## src/design/icsolv_pkg.sv

```systemverilog
package icsolv_pkg;

    localparam int FRAC_BITS = 16;
    localparam int DIVW      = 32 + FRAC_BITS;
    localparam int DCNTW     = $clog2(DIVW + 1);
    localparam int PCW       = 6;

    localparam logic [PCW-1:0] PC_NEWTON = 6'd0;
    localparam logic [PCW-1:0] PC_FIXED  = 6'd26;
    localparam logic [PCW-1:0] PC_STEP   = 6'd1;

    localparam logic [30:0] TIME_STEP_RST  = 31'd6554;
    localparam logic [30:0] SPACE_STEP_RST = 31'd6554;
    localparam logic [30:0] TOLERANCE_RST  = 31'd66;
    localparam logic [11:0] ITER_LIMIT_RST = 12'd100;

    localparam logic signed [31:0] Q_ONE = 32'sd1 <<< FRAC_BITS;
    localparam logic signed [31:0] Q_MAX = 32'sh7FFF_FFFF;
    localparam logic signed [31:0] Q_MIN = 32'sh8000_0000;

    typedef enum logic [2:0] {
        REG_TIME_STEP  = 3'd0,
        REG_SPACE_STEP = 3'd1,
        REG_TOLERANCE  = 3'd2,
        REG_ITER_LIMIT = 3'd3,
        REG_METHOD     = 3'd4
    } reg_idx_t;

    typedef enum logic [2:0] {
        OP_ADD  = 3'd0,
        OP_SUB  = 3'd1,
        OP_MUL  = 3'd2,
        OP_DIV  = 3'd3,
        OP_TSTZ = 3'd4,
        OP_FIN  = 3'd5
    } op_t;

    typedef enum logic [3:0] {
        SRC_T   = 4'd0,
        SRC_A   = 4'd1,
        SRC_B   = 4'd2,
        SRC_C   = 4'd3,
        SRC_T1  = 4'd4,
        SRC_Y   = 4'd5,
        SRC_X   = 4'd6,
        SRC_G   = 4'd7,
        SRC_D1  = 4'd8,
        SRC_D2  = 4'd9,
        SRC_Q   = 4'd10,
        SRC_QD  = 4'd11,
        SRC_N   = 4'd12,
        SRC_TAU = 4'd13,
        SRC_H   = 4'd14,
        SRC_ONE = 4'd15
    } src_t;

    typedef struct packed {
        op_t  op;
        src_t dst;
        src_t sa;
        src_t sb;
    } instr_t;

    typedef enum logic [2:0] {
        ST_IDLE  = 3'd0,
        ST_CHECK = 3'd1,
        ST_ISSUE = 3'd2,
        ST_MUL   = 3'd3,
        ST_DIV   = 3'd4
    } state_t;

    function automatic logic signed [31:0] sat32(input logic signed [65:0] v);
        logic signed [31:0] r;
        begin
            if (v > 66'(Q_MAX))
                r = Q_MAX;
            else if (v < 66'(Q_MIN))
                r = Q_MIN;
            else
                r = v[31:0];
            return r;
        end
    endfunction

    function automatic instr_t prog_at(input logic [PCW-1:0] pc);
        instr_t i;
        begin
            case (pc)
                6'd0:  i = '{OP_SUB,  SRC_X,  SRC_C,   SRC_A};
                6'd1:  i = '{OP_ADD,  SRC_X,  SRC_X,   SRC_Y};
                6'd2:  i = '{OP_SUB,  SRC_D1, SRC_X,   SRC_B};
                6'd3:  i = '{OP_ADD,  SRC_X,  SRC_T1,  SRC_Y};
                6'd4:  i = '{OP_MUL,  SRC_G,  SRC_Y,   SRC_X};
                6'd5:  i = '{OP_ADD,  SRC_X,  SRC_T1,  SRC_C};
                6'd6:  i = '{OP_MUL,  SRC_X,  SRC_C,   SRC_X};
                6'd7:  i = '{OP_SUB,  SRC_D2, SRC_G,   SRC_X};
                6'd8:  i = '{OP_ADD,  SRC_X,  SRC_T,   SRC_B};
                6'd9:  i = '{OP_MUL,  SRC_X,  SRC_B,   SRC_X};
                6'd10: i = '{OP_ADD,  SRC_D2, SRC_D2,  SRC_X};
                6'd11: i = '{OP_ADD,  SRC_X,  SRC_T,   SRC_A};
                6'd12: i = '{OP_MUL,  SRC_X,  SRC_A,   SRC_X};
                6'd13: i = '{OP_SUB,  SRC_D2, SRC_D2,  SRC_X};
                6'd14: i = '{OP_DIV,  SRC_X,  SRC_D1,  SRC_TAU};
                6'd15: i = '{OP_DIV,  SRC_G,  SRC_D2,  SRC_H};
                6'd16: i = '{OP_SUB,  SRC_Q,  SRC_X,   SRC_G};
                6'd17: i = '{OP_DIV,  SRC_X,  SRC_ONE, SRC_TAU};
                6'd18: i = '{OP_ADD,  SRC_G,  SRC_Y,   SRC_Y};
                6'd19: i = '{OP_ADD,  SRC_G,  SRC_G,   SRC_T1};
                6'd20: i = '{OP_DIV,  SRC_G,  SRC_G,   SRC_H};
                6'd21: i = '{OP_SUB,  SRC_QD, SRC_X,   SRC_G};
                6'd22: i = '{OP_TSTZ, SRC_QD, SRC_QD,  SRC_QD};
                6'd23: i = '{OP_DIV,  SRC_X,  SRC_Q,   SRC_QD};
                6'd24: i = '{OP_SUB,  SRC_N,  SRC_Y,   SRC_X};
                6'd25: i = '{OP_FIN,  SRC_N,  SRC_N,   SRC_Y};
                6'd26: i = '{OP_DIV,  SRC_X,  SRC_TAU, SRC_H};
                6'd27: i = '{OP_ADD,  SRC_G,  SRC_Y,   SRC_C};
                6'd28: i = '{OP_ADD,  SRC_G,  SRC_G,   SRC_T1};
                6'd29: i = '{OP_MUL,  SRC_G,  SRC_X,   SRC_G};
                6'd30: i = '{OP_SUB,  SRC_Q,  SRC_Y,   SRC_C};
                6'd31: i = '{OP_MUL,  SRC_Q,  SRC_G,   SRC_Q};
                6'd32: i = '{OP_ADD,  SRC_D1, SRC_B,   SRC_A};
                6'd33: i = '{OP_ADD,  SRC_D2, SRC_D1,  SRC_T};
                6'd34: i = '{OP_MUL,  SRC_D2, SRC_X,   SRC_D2};
                6'd35: i = '{OP_SUB,  SRC_G,  SRC_B,   SRC_A};
                6'd36: i = '{OP_MUL,  SRC_D2, SRC_D2,  SRC_G};
                6'd37: i = '{OP_SUB,  SRC_G,  SRC_D1,  SRC_C};
                6'd38: i = '{OP_ADD,  SRC_G,  SRC_G,   SRC_Q};
                6'd39: i = '{OP_ADD,  SRC_N,  SRC_G,   SRC_D2};
                default: i = '{OP_FIN, SRC_N, SRC_N,   SRC_Y};
            endcase
            return i;
        end
    endfunction

endpackage

```

## src/design/icsolv_alu.sv

```systemverilog
module icsolv_alu (
    input  logic                clk,
    input  icsolv_pkg::op_t     op,
    input  logic signed [31:0]  opa,
    input  logic signed [31:0]  opb,
    output logic signed [31:0]  addsub_res,
    output logic signed [31:0]  mul_res
);

    logic signed [63:0] prod_reg;
    logic signed [63:0] rounded;
    logic signed [63:0] shifted;

    always_ff @(posedge clk)
    begin
        prod_reg <= opa * opb;
    end

    always_comb
    begin
        if (op == icsolv_pkg::OP_SUB)
            addsub_res = icsolv_pkg::sat32(66'(opa) - 66'(opb));
        else
            addsub_res = icsolv_pkg::sat32(66'(opa) + 66'(opb));
    end

    assign rounded = prod_reg + (64'sd1 <<< (icsolv_pkg::FRAC_BITS - 1));
    assign shifted = rounded >>> icsolv_pkg::FRAC_BITS;
    assign mul_res = icsolv_pkg::sat32(66'(shifted));

endmodule

```

## src/design/icsolv_div.sv

```systemverilog
module icsolv_div (
    input  logic                          clk,
    input  logic                          rst_n,
    input  logic                          start,
    input  logic signed [31:0]            dividend,
    input  logic signed [31:0]            divisor,
    output logic                          done,
    output logic signed [31:0]            quotient
);

    localparam int DW = icsolv_pkg::DIVW;
    localparam int CW = icsolv_pkg::DCNTW;

    logic          busy_reg;
    logic          done_reg;
    logic [CW-1:0] cnt_reg;
    logic [32:0]   rem_reg;
    logic [DW-1:0] quo_reg;
    logic [31:0]   den_reg;
    logic          neg_reg;

    logic [31:0]   mag_a;
    logic [31:0]   mag_b;
    logic [32:0]   trial;
    logic          fits;

    assign mag_a = dividend[31] ? 32'(-dividend) : 32'(dividend);
    assign mag_b = divisor[31] ? 32'(-divisor) : 32'(divisor);
    assign trial = {rem_reg[31:0], quo_reg[DW-1]};
    assign fits  = trial >= {1'b0, den_reg};

    always_ff @(posedge clk or negedge rst_n)
    begin
        if (!rst_n)
        begin
            busy_reg <= 1'b0;
            done_reg <= 1'b0;
            cnt_reg  <= '0;
        end
        else
        begin
            done_reg <= busy_reg && (cnt_reg == CW'(1));
            if (start)
            begin
                busy_reg <= 1'b1;
                cnt_reg  <= CW'(DW);
            end
            else if (busy_reg)
            begin
                cnt_reg <= cnt_reg - CW'(1);
                if (cnt_reg == CW'(1))
                    busy_reg <= 1'b0;
            end
        end
    end

    always_ff @(posedge clk)
    begin
        if (start)
        begin
            rem_reg <= '0;
            quo_reg <= {mag_a, {icsolv_pkg::FRAC_BITS{1'b0}}};
            den_reg <= mag_b;
            neg_reg <= dividend[31] ^ divisor[31];
        end
        else if (busy_reg)
        begin
            rem_reg <= fits ? (trial - {1'b0, den_reg}) : trial;
            quo_reg <= {quo_reg[DW-2:0], fits};
        end
    end

    always_comb
    begin
        if (neg_reg)
        begin
            if (quo_reg > DW'(33'h1_0000_0000 >> 1))
                quotient = icsolv_pkg::Q_MIN;
            else
                quotient = -$signed(quo_reg[31:0]);
        end
        else
        begin
            if (quo_reg > DW'(32'h7FFF_FFFF))
                quotient = icsolv_pkg::Q_MAX;
            else
                quotient = $signed(quo_reg[31:0]);
        end
    end

    assign done = done_reg;

endmodule

```

## src/design/implicit_pde_cell_solver.sv

```systemverilog
// channel   | handshake             | payload
// ----------+-----------------------+---------------------------------------------
// item in   | start, busy           | time_now, left_old, right_old, left_new
// item out  | done (one-cycle)      | new_value, iterations_used, failed
// config    | psel/penable/pwrite   | paddr, pwdata, prdata, pready (always high)
//
// One item takes a data-dependent number of cycles, set by the Newton or
// fixed-point iteration count, the shared serial divider and the sequencer, which
// issues one operation per cycle except while it waits on a multiply or a divide.
// busy is high from acceptance until the result strobe; done rises with busy low.
// Asynchronous active-low reset loads the register defaults and idles the sequencer.
// The receiver cannot stall: done is high for one cycle; the result is held.
module implicit_pde_cell_solver (
    input  logic               clk,
    input  logic               rst_n,
    input  logic               start,
    output logic               busy,
    input  logic signed [31:0] time_now,
    input  logic signed [31:0] left_old,
    input  logic signed [31:0] right_old,
    input  logic signed [31:0] left_new,
    output logic               done,
    output logic signed [31:0] new_value,
    output logic [11:0]        iterations_used,
    output logic               failed,
    input  logic               psel,
    input  logic               penable,
    input  logic               pwrite,
    input  logic [4:0]         paddr,
    input  logic [31:0]        pwdata,
    output logic [31:0]        prdata,
    output logic               pready
);

    icsolv_pkg::state_t state_reg, state_next;

    logic [30:0] tau_reg;
    logic [30:0] h_reg;
    logic [30:0] tol_reg;
    logic [11:0] limit_reg;
    logic        method_reg;

    logic signed [31:0] t_reg, a_reg, b_reg, c_reg, t1_reg, y_reg;
    logic signed [31:0] x_reg, g_reg, d1_reg, d2_reg, q_reg, qd_reg, n_reg;
    logic [icsolv_pkg::PCW-1:0] pc_reg, pc_next;
    logic [11:0] cnt_reg;

    logic               done_reg;
    logic signed [31:0] val_reg;
    logic [11:0]        iter_reg;
    logic               fail_reg;

    icsolv_pkg::instr_t instr;
    logic signed [31:0] opa, opb;
    logic signed [31:0] addsub_res, mul_res, div_res;
    logic               div_start;
    logic               div_done;

    logic               wr_en;
    logic signed [31:0] wr_val;
    logic               fin_en;
    logic               fin_fail;
    logic               fin_conv;
    logic               step_en;
    logic signed [32:0] diff;
    logic [32:0]        diff_abs;
    logic               accept;
    logic               cfg_wr;
    logic [2:0]         cfg_idx;

    function automatic logic signed [31:0] pick(
        input icsolv_pkg::src_t s,
        input logic signed [31:0] vt, input logic signed [31:0] va,
        input logic signed [31:0] vb, input logic signed [31:0] vc,
        input logic signed [31:0] vt1, input logic signed [31:0] vy,
        input logic signed [31:0] vx, input logic signed [31:0] vg,
        input logic signed [31:0] vd1, input logic signed [31:0] vd2,
        input logic signed [31:0] vq, input logic signed [31:0] vqd,
        input logic signed [31:0] vn, input logic [30:0] vtau,
        input logic [30:0] vh);
        logic signed [31:0] r;
        begin
            case (s)
                icsolv_pkg::SRC_T:   r = vt;
                icsolv_pkg::SRC_A:   r = va;
                icsolv_pkg::SRC_B:   r = vb;
                icsolv_pkg::SRC_C:   r = vc;
                icsolv_pkg::SRC_T1:  r = vt1;
                icsolv_pkg::SRC_Y:   r = vy;
                icsolv_pkg::SRC_X:   r = vx;
                icsolv_pkg::SRC_G:   r = vg;
                icsolv_pkg::SRC_D1:  r = vd1;
                icsolv_pkg::SRC_D2:  r = vd2;
                icsolv_pkg::SRC_Q:   r = vq;
                icsolv_pkg::SRC_QD:  r = vqd;
                icsolv_pkg::SRC_N:   r = vn;
                icsolv_pkg::SRC_TAU: r = $signed({1'b0, vtau});
                icsolv_pkg::SRC_H:   r = $signed({1'b0, vh});
                icsolv_pkg::SRC_ONE: r = icsolv_pkg::Q_ONE;
                default:             r = vy;
            endcase
            return r;
        end
    endfunction

    assign instr = icsolv_pkg::prog_at(pc_reg);
    assign opa = pick(instr.sa, t_reg, a_reg, b_reg, c_reg, t1_reg, y_reg, x_reg,
                      g_reg, d1_reg, d2_reg, q_reg, qd_reg, n_reg, tau_reg, h_reg);
    assign opb = pick(instr.sb, t_reg, a_reg, b_reg, c_reg, t1_reg, y_reg, x_reg,
                      g_reg, d1_reg, d2_reg, q_reg, qd_reg, n_reg, tau_reg, h_reg);

    icsolv_alu u_alu (
        .clk        (clk),
        .op         (instr.op),
        .opa        (opa),
        .opb        (opb),
        .addsub_res (addsub_res),
        .mul_res    (mul_res)
    );

    icsolv_div u_div (
        .clk      (clk),
        .rst_n    (rst_n),
        .start    (div_start),
        .dividend (opa),
        .divisor  (opb),
        .done     (div_done),
        .quotient (div_res)
    );

    assign accept   = start && (state_reg == icsolv_pkg::ST_IDLE);
    assign diff     = 33'(n_reg) - 33'(y_reg);
    assign diff_abs = diff[32] ? 33'(-diff) : 33'(diff);

    always_ff @(posedge clk or negedge rst_n)
    begin
        if (!rst_n)
            state_reg <= icsolv_pkg::ST_IDLE;
        else
            state_reg <= state_next;
    end

    always_comb
    begin
        state_next  = state_reg;
        pc_next     = pc_reg;
        wr_en       = 1'b0;
        wr_val      = addsub_res;
        fin_en      = 1'b0;
        fin_fail    = 1'b1;
        fin_conv    = 1'b0;
        step_en     = 1'b0;
        div_start   = 1'b0;
        case (state_reg)
            icsolv_pkg::ST_IDLE:
            begin
                if (start)
                    state_next = icsolv_pkg::ST_CHECK;
            end
            icsolv_pkg::ST_CHECK:
            begin
                if (cnt_reg >= limit_reg)
                    fin_en = 1'b1;
                else if (!method_reg)
                begin
                    if (tau_reg == '0 || h_reg == '0)
                        fin_en = 1'b1;
                    else
                    begin
                        pc_next    = icsolv_pkg::PC_NEWTON;
                        state_next = icsolv_pkg::ST_ISSUE;
                    end
                end
                else if (h_reg == '0)
                    fin_en = 1'b1;
                else
                begin
                    pc_next    = icsolv_pkg::PC_FIXED;
                    state_next = icsolv_pkg::ST_ISSUE;
                end
            end
            icsolv_pkg::ST_ISSUE:
            begin
                case (instr.op)
                    icsolv_pkg::OP_ADD, icsolv_pkg::OP_SUB:
                    begin
                        wr_en   = 1'b1;
                        pc_next = pc_reg + icsolv_pkg::PC_STEP;
                    end
                    icsolv_pkg::OP_MUL:
                        state_next = icsolv_pkg::ST_MUL;
                    icsolv_pkg::OP_DIV:
                    begin
                        div_start  = 1'b1;
                        state_next = icsolv_pkg::ST_DIV;
                    end
                    icsolv_pkg::OP_TSTZ:
                    begin
                        if (qd_reg == '0)
                            fin_en = 1'b1;
                        else
                            pc_next = pc_reg + icsolv_pkg::PC_STEP;
                    end
                    icsolv_pkg::OP_FIN:
                    begin
                        step_en = 1'b1;
                        if (diff_abs <= 33'(tol_reg))
                        begin
                            fin_en   = 1'b1;
                            fin_fail = 1'b0;
                            fin_conv = 1'b1;
                        end
                        else
                            state_next = icsolv_pkg::ST_CHECK;
                    end
                    default:
                        state_next = icsolv_pkg::ST_CHECK;
                endcase
            end
            icsolv_pkg::ST_MUL:
            begin
                wr_en      = 1'b1;
                wr_val     = mul_res;
                pc_next    = pc_reg + icsolv_pkg::PC_STEP;
                state_next = icsolv_pkg::ST_ISSUE;
            end
            icsolv_pkg::ST_DIV:
            begin
                if (div_done)
                begin
                    wr_en      = 1'b1;
                    wr_val     = div_res;
                    pc_next    = pc_reg + icsolv_pkg::PC_STEP;
                    state_next = icsolv_pkg::ST_ISSUE;
                end
            end
            default:
                state_next = icsolv_pkg::ST_IDLE;
        endcase
        if (fin_en)
            state_next = icsolv_pkg::ST_IDLE;
    end

    always_ff @(posedge clk)
    begin
        pc_reg <= pc_next;
        if (accept)
        begin
            t_reg  <= time_now;
            a_reg  <= left_old;
            b_reg  <= right_old;
            c_reg  <= left_new;
            t1_reg <= icsolv_pkg::sat32(66'(time_now) + 66'(tau_reg));
            y_reg  <= 32'((33'(right_old) + 33'(left_new)) >>> 1);
            cnt_reg <= '0;
        end
        else if (step_en)
        begin
            y_reg   <= n_reg;
            cnt_reg <= cnt_reg + 12'd1;
        end
        if (wr_en)
        begin
            case (instr.dst)
                icsolv_pkg::SRC_X:  x_reg  <= wr_val;
                icsolv_pkg::SRC_G:  g_reg  <= wr_val;
                icsolv_pkg::SRC_D1: d1_reg <= wr_val;
                icsolv_pkg::SRC_D2: d2_reg <= wr_val;
                icsolv_pkg::SRC_Q:  q_reg  <= wr_val;
                icsolv_pkg::SRC_QD: qd_reg <= wr_val;
                icsolv_pkg::SRC_N:  n_reg  <= wr_val;
                default:            x_reg  <= x_reg;
            endcase
        end
        if (fin_en)
        begin
            val_reg  <= fin_conv ? n_reg : y_reg;
            iter_reg <= fin_conv ? (cnt_reg + 12'd1) : cnt_reg;
            fail_reg <= fin_fail;
        end
    end

    always_ff @(posedge clk or negedge rst_n)
    begin
        if (!rst_n)
            done_reg <= 1'b0;
        else
            done_reg <= fin_en;
    end

    assign cfg_wr  = psel && penable && pwrite;
    assign cfg_idx = paddr[4:2];

    always_ff @(posedge clk or negedge rst_n)
    begin
        if (!rst_n)
        begin
            tau_reg    <= icsolv_pkg::TIME_STEP_RST;
            h_reg      <= icsolv_pkg::SPACE_STEP_RST;
            tol_reg    <= icsolv_pkg::TOLERANCE_RST;
            limit_reg  <= icsolv_pkg::ITER_LIMIT_RST;
            method_reg <= 1'b0;
        end
        else if (cfg_wr)
        begin
            case (cfg_idx)
                icsolv_pkg::REG_TIME_STEP:  tau_reg    <= pwdata[30:0];
                icsolv_pkg::REG_SPACE_STEP: h_reg      <= pwdata[30:0];
                icsolv_pkg::REG_TOLERANCE:  tol_reg    <= pwdata[30:0];
                icsolv_pkg::REG_ITER_LIMIT: limit_reg  <= pwdata[11:0];
                icsolv_pkg::REG_METHOD:     method_reg <= pwdata[0];
                default:                    method_reg <= method_reg;
            endcase
        end
    end

    always_comb
    begin
        case (cfg_idx)
            icsolv_pkg::REG_TIME_STEP:  prdata = {1'b0, tau_reg};
            icsolv_pkg::REG_SPACE_STEP: prdata = {1'b0, h_reg};
            icsolv_pkg::REG_TOLERANCE:  prdata = {1'b0, tol_reg};
            icsolv_pkg::REG_ITER_LIMIT: prdata = {20'd0, limit_reg};
            icsolv_pkg::REG_METHOD:     prdata = {31'd0, method_reg};
            default:                    prdata = '0;
        endcase
    end

    assign pready          = 1'b1;
    assign busy            = (state_reg != icsolv_pkg::ST_IDLE);
    assign done            = done_reg;
    assign new_value       = val_reg;
    assign iterations_used = iter_reg;
    assign failed          = fail_reg;

`ifndef SYNTHESIS
    a_done_idle: assert property (@(posedge clk) disable iff (!rst_n)
        done |-> !busy) else $error("result strobe while busy");
    a_accept_busy: assert property (@(posedge clk) disable iff (!rst_n)
        (start && !busy) |=> busy) else $error("item accepted but not busy");
    a_iter_limit: assert property (@(posedge clk) disable iff (!rst_n)
        done |-> (iterations_used <= limit_reg)) else $error("iteration count over limit");
    a_div_in_wait: assert property (@(posedge clk) disable iff (!rst_n)
        div_done |-> (state_reg == icsolv_pkg::ST_DIV)) else $error("stray divider result");
`endif

endmodule
```

## config.mk

```make
export PLATFORM = sky130hd
export DESIGN_NAME = implicit_pde_cell_solver
export DESIGN_NICKNAME = d
export VERILOG_FILES = /design/src/design/icsolv_pkg.sv /design/src/design/icsolv_alu.sv /design/src/design/icsolv_div.sv /design/src/design/implicit_pde_cell_solver.sv
export SDC_FILE = /design/constraint.sdc
export NUM_CORES = 2
export LEC_CHECK = 0
export ABC_AREA = 1
export BUFFER_PORTS_ARGS = -buffer_cell sky130_fd_sc_hd__buf_4
export CAP_MARGIN = 15
export CELL_PAD_IN_SITES_DETAIL_PLACEMENT = 0
export CELL_PAD_IN_SITES_GLOBAL_PLACEMENT = 1
export CORE_AREA = 2 2 421 423
export DETAILED_ROUTE_END_ITERATION = 16
export DIE_AREA = 0 0 423 425
export PLACE_DENSITY_LB_ADDON = 0.12
export SYNTH_ARGS = -nofsm -noshare
export SYNTH_HDL_FRONTEND = slang
export SYNTH_SLANG_ARGS = --single-unit
export TNS_END_PERCENT = 5
```

## constraint.sdc

```tcl
create_clock -name clk -period 12.2 [get_ports clk]
set_input_delay 1.83 -clock clk [delete_from_list [all_inputs] [get_ports clk]]
set_output_delay 1.83 -clock clk [all_outputs]
set_load 0.01 [all_outputs]
```

# Word-level counts from Yosys, hierarchy flattened
# Memory sizes are Yosys's and may differ from the RTL's. A register that Yosys moved wholly into a read port is not among the register bits.
# Index checks and enable logic that the tools add are counted.
# totals
regBits,774
rom_bits,960
in_bits,171
out_inout_bits,80
word_cells,231
n_memories,1
# mem_list
name,words,word_bits,read_ports,rd_ports_with_merged_regs,write_ports,line_no,source
(no name shown),64,15,1,1,0,icsolv_pkg.sv:88,case (pc)
# classes
n_addsub,14
n_mul,1
n_lt_le_gt_ge,13
eq_ne,64
mux,68
n_bitwise,1
n_reduce_logical,34
# op_table
operator,count
case mux 32 bit (16 select lines),2
2-to-1 mux 32 bit,17
case mux 31 bit (5 select lines),1
"> comparator 66 x 32 -> 1 bit, second input constant",2
"< comparator 66 x 32 -> 1 bit, second input constant",2
adder 32 x 32 -> 33 bit,3
"> comparator 48 x 32 -> 1 bit, second input constant",2
2-to-1 mux 48 bit,2
negation 32 bit,3
"equality test 4 bit, second input constant",21
subtractor 32 x 32 -> 33 bit,2
"adder 64 x 17 -> 64 bit, second input constant",1
multiplier 32 x 32 -> 64 bit,1
case mux 32 bit (2 select lines),1
zero test 31 bit,2
2-to-1 mux 6 bit,9
"> comparator 48 x 31 -> 1 bit, second input constant",1
"< comparator 48 x 32 -> 1 bit, second input constant",1
"equality test 4 x 3 -> 1 bit, second input constant",10
>= comparator 33 x 32 -> 1 bit,1
"> comparator 33 x 32 -> 1 bit, second input constant",1
less-or-equal comparator 33 x 31 -> 1 bit,1
"< comparator 33 x 32 -> 1 bit, second input constant",1
2-to-1 mux 33 bit,1
other kinds (41),107

# Logic depth before layout (Yosys ltp)
# logic_depth
depth_word,9
mapped_depth,46
ltp_nobuf,44

# Cells and area by module
# From an unflattened synthesis, not the netlist that was laid out.
# unflattened
hier_cells,12512
hier_area_um2,93792.5
# by_module_without_submodules
mod,n_inst,cells_each,area_each_um2,seq_area_each_um2
icsolv_alu,1,6427,46432.0,980.9
implicit_pde_cell_solver,1,4519,37186.9,17340.4
icsolv_div,1,1566,10173.5,3113.0

# Worst setup path before layout
# OpenSTA, ideal clock, no wires.
# synth_path
path_kind,flip-flop to flip-flop
startpoint,register instr[7] (netlist name)
endpoint,register u_alu.prod_reg[62]
setup_time_ns,0.112
t_arrival_ns,8.836
required_ns,12.088
setup_slack_ns,3.252
stages_incl_launch_ff,35
path_buffers,4
synth_period_minus_slack_ns,8.948
path_cell_list,dfxtp_1 -> nor2_2 -> nand2_4 -> inv_2 -> buf_2 -> buf_2 -> a221oi_1 -> nand4_1 -> o21ai_1 -> clkbuf_1 -> clkbuf_1 -> nor2_1 -> fa_1 -> inv_1 -> fa_1 -> inv_1 -> fa_1 -> fa_1 -> inv_1 -> fa_1 -> inv_1 -> fa_1 -> inv_1 -> fa_1 -> fa_1 -> inv_1 -> ha_1 -> a21oi_1 -> o21ai_0 -> a21oi_1 -> nor2_1 -> a211oi_1 -> nand2_1 -> nand2_1 -> nand2_1
# synth_via
elab_chain_cells,3
elab_cells_between_ends,18
classes_between,mul: 1; eq/ne: 15; mux: 1; reduce/logical: 1
# synth_rtl
element,line_no,source
"equality test 4 bit, or another cell as far along",implicit_pde_cell_solver.sv:83,case (s)
case mux 32 bit (16 select lines) *,implicit_pde_cell_solver.sv:83,
multiplier 32 x 32 -> 64 bit *,icsolv_alu.sv:16,prod_reg <= opa * opb;
end signal: assignment,icsolv_alu.sv:16,
end: declaration,icsolv_alu.sv:10,logic signed [63:0] prod_reg;
# Mark *: on every way between the ends. The rest lies on a longest branch, timed or not.
# A chain may end at the register's enable or synchronous reset.

# Worst setup path in the final report
# layout_path
startpoint,register instr[2] (netlist name)
endpoint,register u_alu.prod_reg[62]
# layout_via
elab_chain_cells,3
elab_cells_between_ends,18
classes_between,mul: 1; eq/ne: 15; mux: 1; reduce/logical: 1
# layout_rtl
element,line_no
"equality test 4 bit, or another cell as far along",implicit_pde_cell_solver.sv:83
case mux 32 bit (16 select lines) *,implicit_pde_cell_solver.sv:83
multiplier 32 x 32 -> 64 bit *,icsolv_alu.sv:16
# Marked as above.

==> impl_metrics.json <==
{
  "status": "finished, final reports clean",
  "row_count": 154,
  "hold_viol_final": 0,
  "r2r-start": "instr[2]",
  "wl_per_cell_um": 28.10,
  "antenna_found_initial": 22,
  "maxSlewViolCount": 0,
  "ys_top_cells_by_area": "fa_1 25%, edfxtp_1 18%, nand2_1 9.4%",
  "fin_skew_ns": 0.04676,
  "yosysUniqueCellTypes": 87,
  "use_met2_pct": 64.88,
  "synth.net_count": 12361,
  "hpwl_um": 296500,
  "setup_tns_ns": 0,
  "die-area_mm2": 0.1798,
  "htreeDepth": 3,
  "cts_tree": "yes",
  "timing.fmax_ghz": 0.09279,
  "tightest_slew_ns": 1.250,
  "grt_pass1_wl_um": 538400,
  "drt_iter0_markers": 8937,
  "cts.sinks": 774,
  "r2r_slack_ns": 1.42,
  "cp_max_fo": 20,
  "remaining_drc_errors": 0,
  "syn-cell-area_mm2": 0.08725,
  "hold_end": "u_div.rem_reg[3]",
  "synthFlopType": "edfxtp_1",
  "port_buffers": 245,
  "max_slew_margin_pct": 16.38,
  "cts_root_buf": "clkbuf_16",
  "cp-end-kind": "register",
  "yosysTopAreaCell": "fa_1",
  "rsz0062_at_grt": "false",
  "path_clk_slew_ns": 0.06,
  "drv_cap": 0,
  "postCtsResizedCells": 0,
  "fin_crit_ns": 10.78,
  "grt_pass1_vias": 78235,
  "clock_latency_ns": 0.78,
  "start_kind": "register",
  "clockBufferDepth": 3,
  "start_util_pct": 49.76,
  "synth_top_area_share_pct": 24.94,
  "gr-usage-met1_pct": 50.71,
  "core-area_mm2": 0.1753,
  "nets": 12516,
  "ff2ff_path_depth": 33,
  "top_usage_layer": "met2",
  "overflow": 0,
  "min_path_cells": 2,
  "r2r_end": "u_alu.prod_reg[62]",
  "synth_fa_ha_area_share_pct": 31.16,
  "fillers": 16642,
  "synth-edff-count": 532,
  "vias_per_cell": 5.907,
  "max_stage_delay_ns": 0.72,
  "first_pass_iters": 7,
  "cp_data_arrival_time_ns": 11.39,
  "largest_reg_flops": 49,
  "grt.met3_usage_pct": 9.536,
  "min_path_type": "reg -> reg",
  "yosysWarningCount": 0,
  "cp_slowest_cell": "inv_2",
  "cts_setup_buffers": 0,
  "die_h_um": 425,
  "synthXorXnorAreaFrac_pct": 3.191,
  "cp_data_required_time_ns": 12.81,
  "layout-area-overhead-vs-synth_pct": 9.526,
  "wl_um": 372400,
  "ys_seq_elements": 774,
  "hold_buffers": 0,
  "worstSetupPathType": "reg -> reg",
  "ys_seq_area_share_pct": 24.57,
  "ant_nets": 0,
  "min-delay-start": "u_div.rem_reg[3]",
  "synthSimpleGateAreaFrac_pct": 18.88,
  "setup_viol": 0,
  "vias": 78283,
  "syn_area_per_cell_um2": 8.178,
  "async_reset_ff_share_pct": 15.25,
  "grt_start_max_net_pins": 74,
  "gp_congestion": 1.037,
  "period_share_pct": 88.33,
  "synth_compound_area_share_pct": 10.85,
  "grtUsageTotal_pct": 41.49,
  "path_common_cell": "fa_1",
  "synthMuxAreaShare_pct": 0,
  "drive_above_1_share_pct": 8.190,
  "die_w_um": 423,
  "synth_top_family_by_area": "adder cells",
  "synthCells": 10669,
  "cts-buffers-inserted": 93,
  "io_pins": 251
}
## cells in the mapped netlist, drive strengths merged (9+ instances only)
cell type and count:
o21a 26, buf 167, dfrtp 99, a32o 10, o31ai 15, o22ai 158, clkbuf 234, a31oi 25
a21oi 466, edfxtp 532, and3 9, nand4 157, a211oi 21, clkinv 17, nor2 1063, fa 1087
or2 12, nor4 63, o21bai 21, nand2 2205, a21o 13, a221oi 63, o21ai 544, xnor2 70
ha 434, nor3 110, inv 2131, o221ai 30, nand3 292, dfxtp 124, a21boi 12, o2111ai 59
dfstp 19, o211ai 58, nand3b 21, xor2 247
## cells in the final DEF, fill, tap and decap left out, types with 59 or more instances in the layout
cell,synthesis,final
inv_2,65,67
inv_1,2063,2061
nand3_1,283,282
fa_1,1087,1087
a21oi_1,454,447
ha_1,434,434
o2111ai_1,59,59
o21ai_1,64,60
xnor2_1,70,70
a221oi_1,62,62
nor3_1,104,103
nor2_1,1019,1005
clkbuf_16,0,97
xor2_1,246,245
edfxtp_1,532,532
nand2_1,2175,2171
o21ai_0,477,477
nor4_1,63,63
nand4_1,156,156
dfxtp_1,124,124
dfrtp_1,99,99
o22ai_1,140,126
buf_4,30,454
## logic make-up (layout without fill, tap and decap cells)
logic type	count (synthesis)	count (layout)
AOI/OAI and AO/OA	1561	1561
and+or+nand+nor	3945	3945
xor gates and xnor gates	317	317
adders and majority gates	1521	1521
other	2	11
buffers and inverters	2549	2784
DFF	774	774
## worst max-delay path, delay by kind of cell, from the launching register on
kind | cells | cell delay, ns
compound gates | 7 | 1.56
fa+ha+maj | 9 | 4.71
buf+inv | 9 | 2.30
flops | 1 | 0.45
simple gates | 8 | 1.56
## final cells by class
type	count	area, µm²	area share, %
Antenna cell	9	22.52	0.02357
Clock buffer	123	2625	2.747
Clock inverter	52	747.0	0.7816
Inverter	2148	8071	8.446
Multi-Input combinational cell	7346	56210	58.82
Sequential cell	774	21430	22.43
Tap cell	2340	2928	3.064
Timing Repair Buffer	461	3525	3.688
## routing by layer
layer	up-vias	wire (µm)
met1	38388	134900
met2	4611	167000
met4	16	32760
li1	34122	-
met5	-	105
met3	1146	37640
## worst max path at each step
| stage | slack [ns] | cells after the start | start | to |
|---|---|---|---|---|
| after floorplan | 3.25 | 34 | instr[7] | u_alu.prod_reg[62] |
| after global placement | 1.62 | 33 | instr[2] | u_alu.prod_reg[62] |
| after detailed placement | 1.56 | 33 | instr[2] | u_alu.prod_reg[62] |
| after CTS | 1.53 | 33 | instr[2] | u_alu.prod_reg[62] |
| after global routing | 1.01 | 33 | instr[2] | u_alu.prod_reg[62] |
| final | 1.42 | 33 | instr[2] | u_alu.prod_reg[62] |
## through the flow
| stage | cells | setup slack (ns) | cell area, µm² | util [%] | hold slack [ns] |
|---|---|---|---|---|---|
| after floorplan | 10669 | 3.252 | 87250 | - | 0.4451 |
| after global placement | 13068 | 1.615 | 92170 | 52.56 | 0.4569 |
| after detailed placement | 13068 | 1.556 | 92170 | 52.56 | 0.4620 |
| after CTS | 13243 | 1.534 | 95540 | 54.49 | 0.4722 |
| after global routing | 13244 | 1.015 | 95540 | 54.49 | 0.4910 |
| final | 13253 | 1.423 | 95570 | 54.50 | 0.4721 |
Power is not shown: default switching activity piles up to over one toggle a cycle in this logic, so the estimate is an artifact.
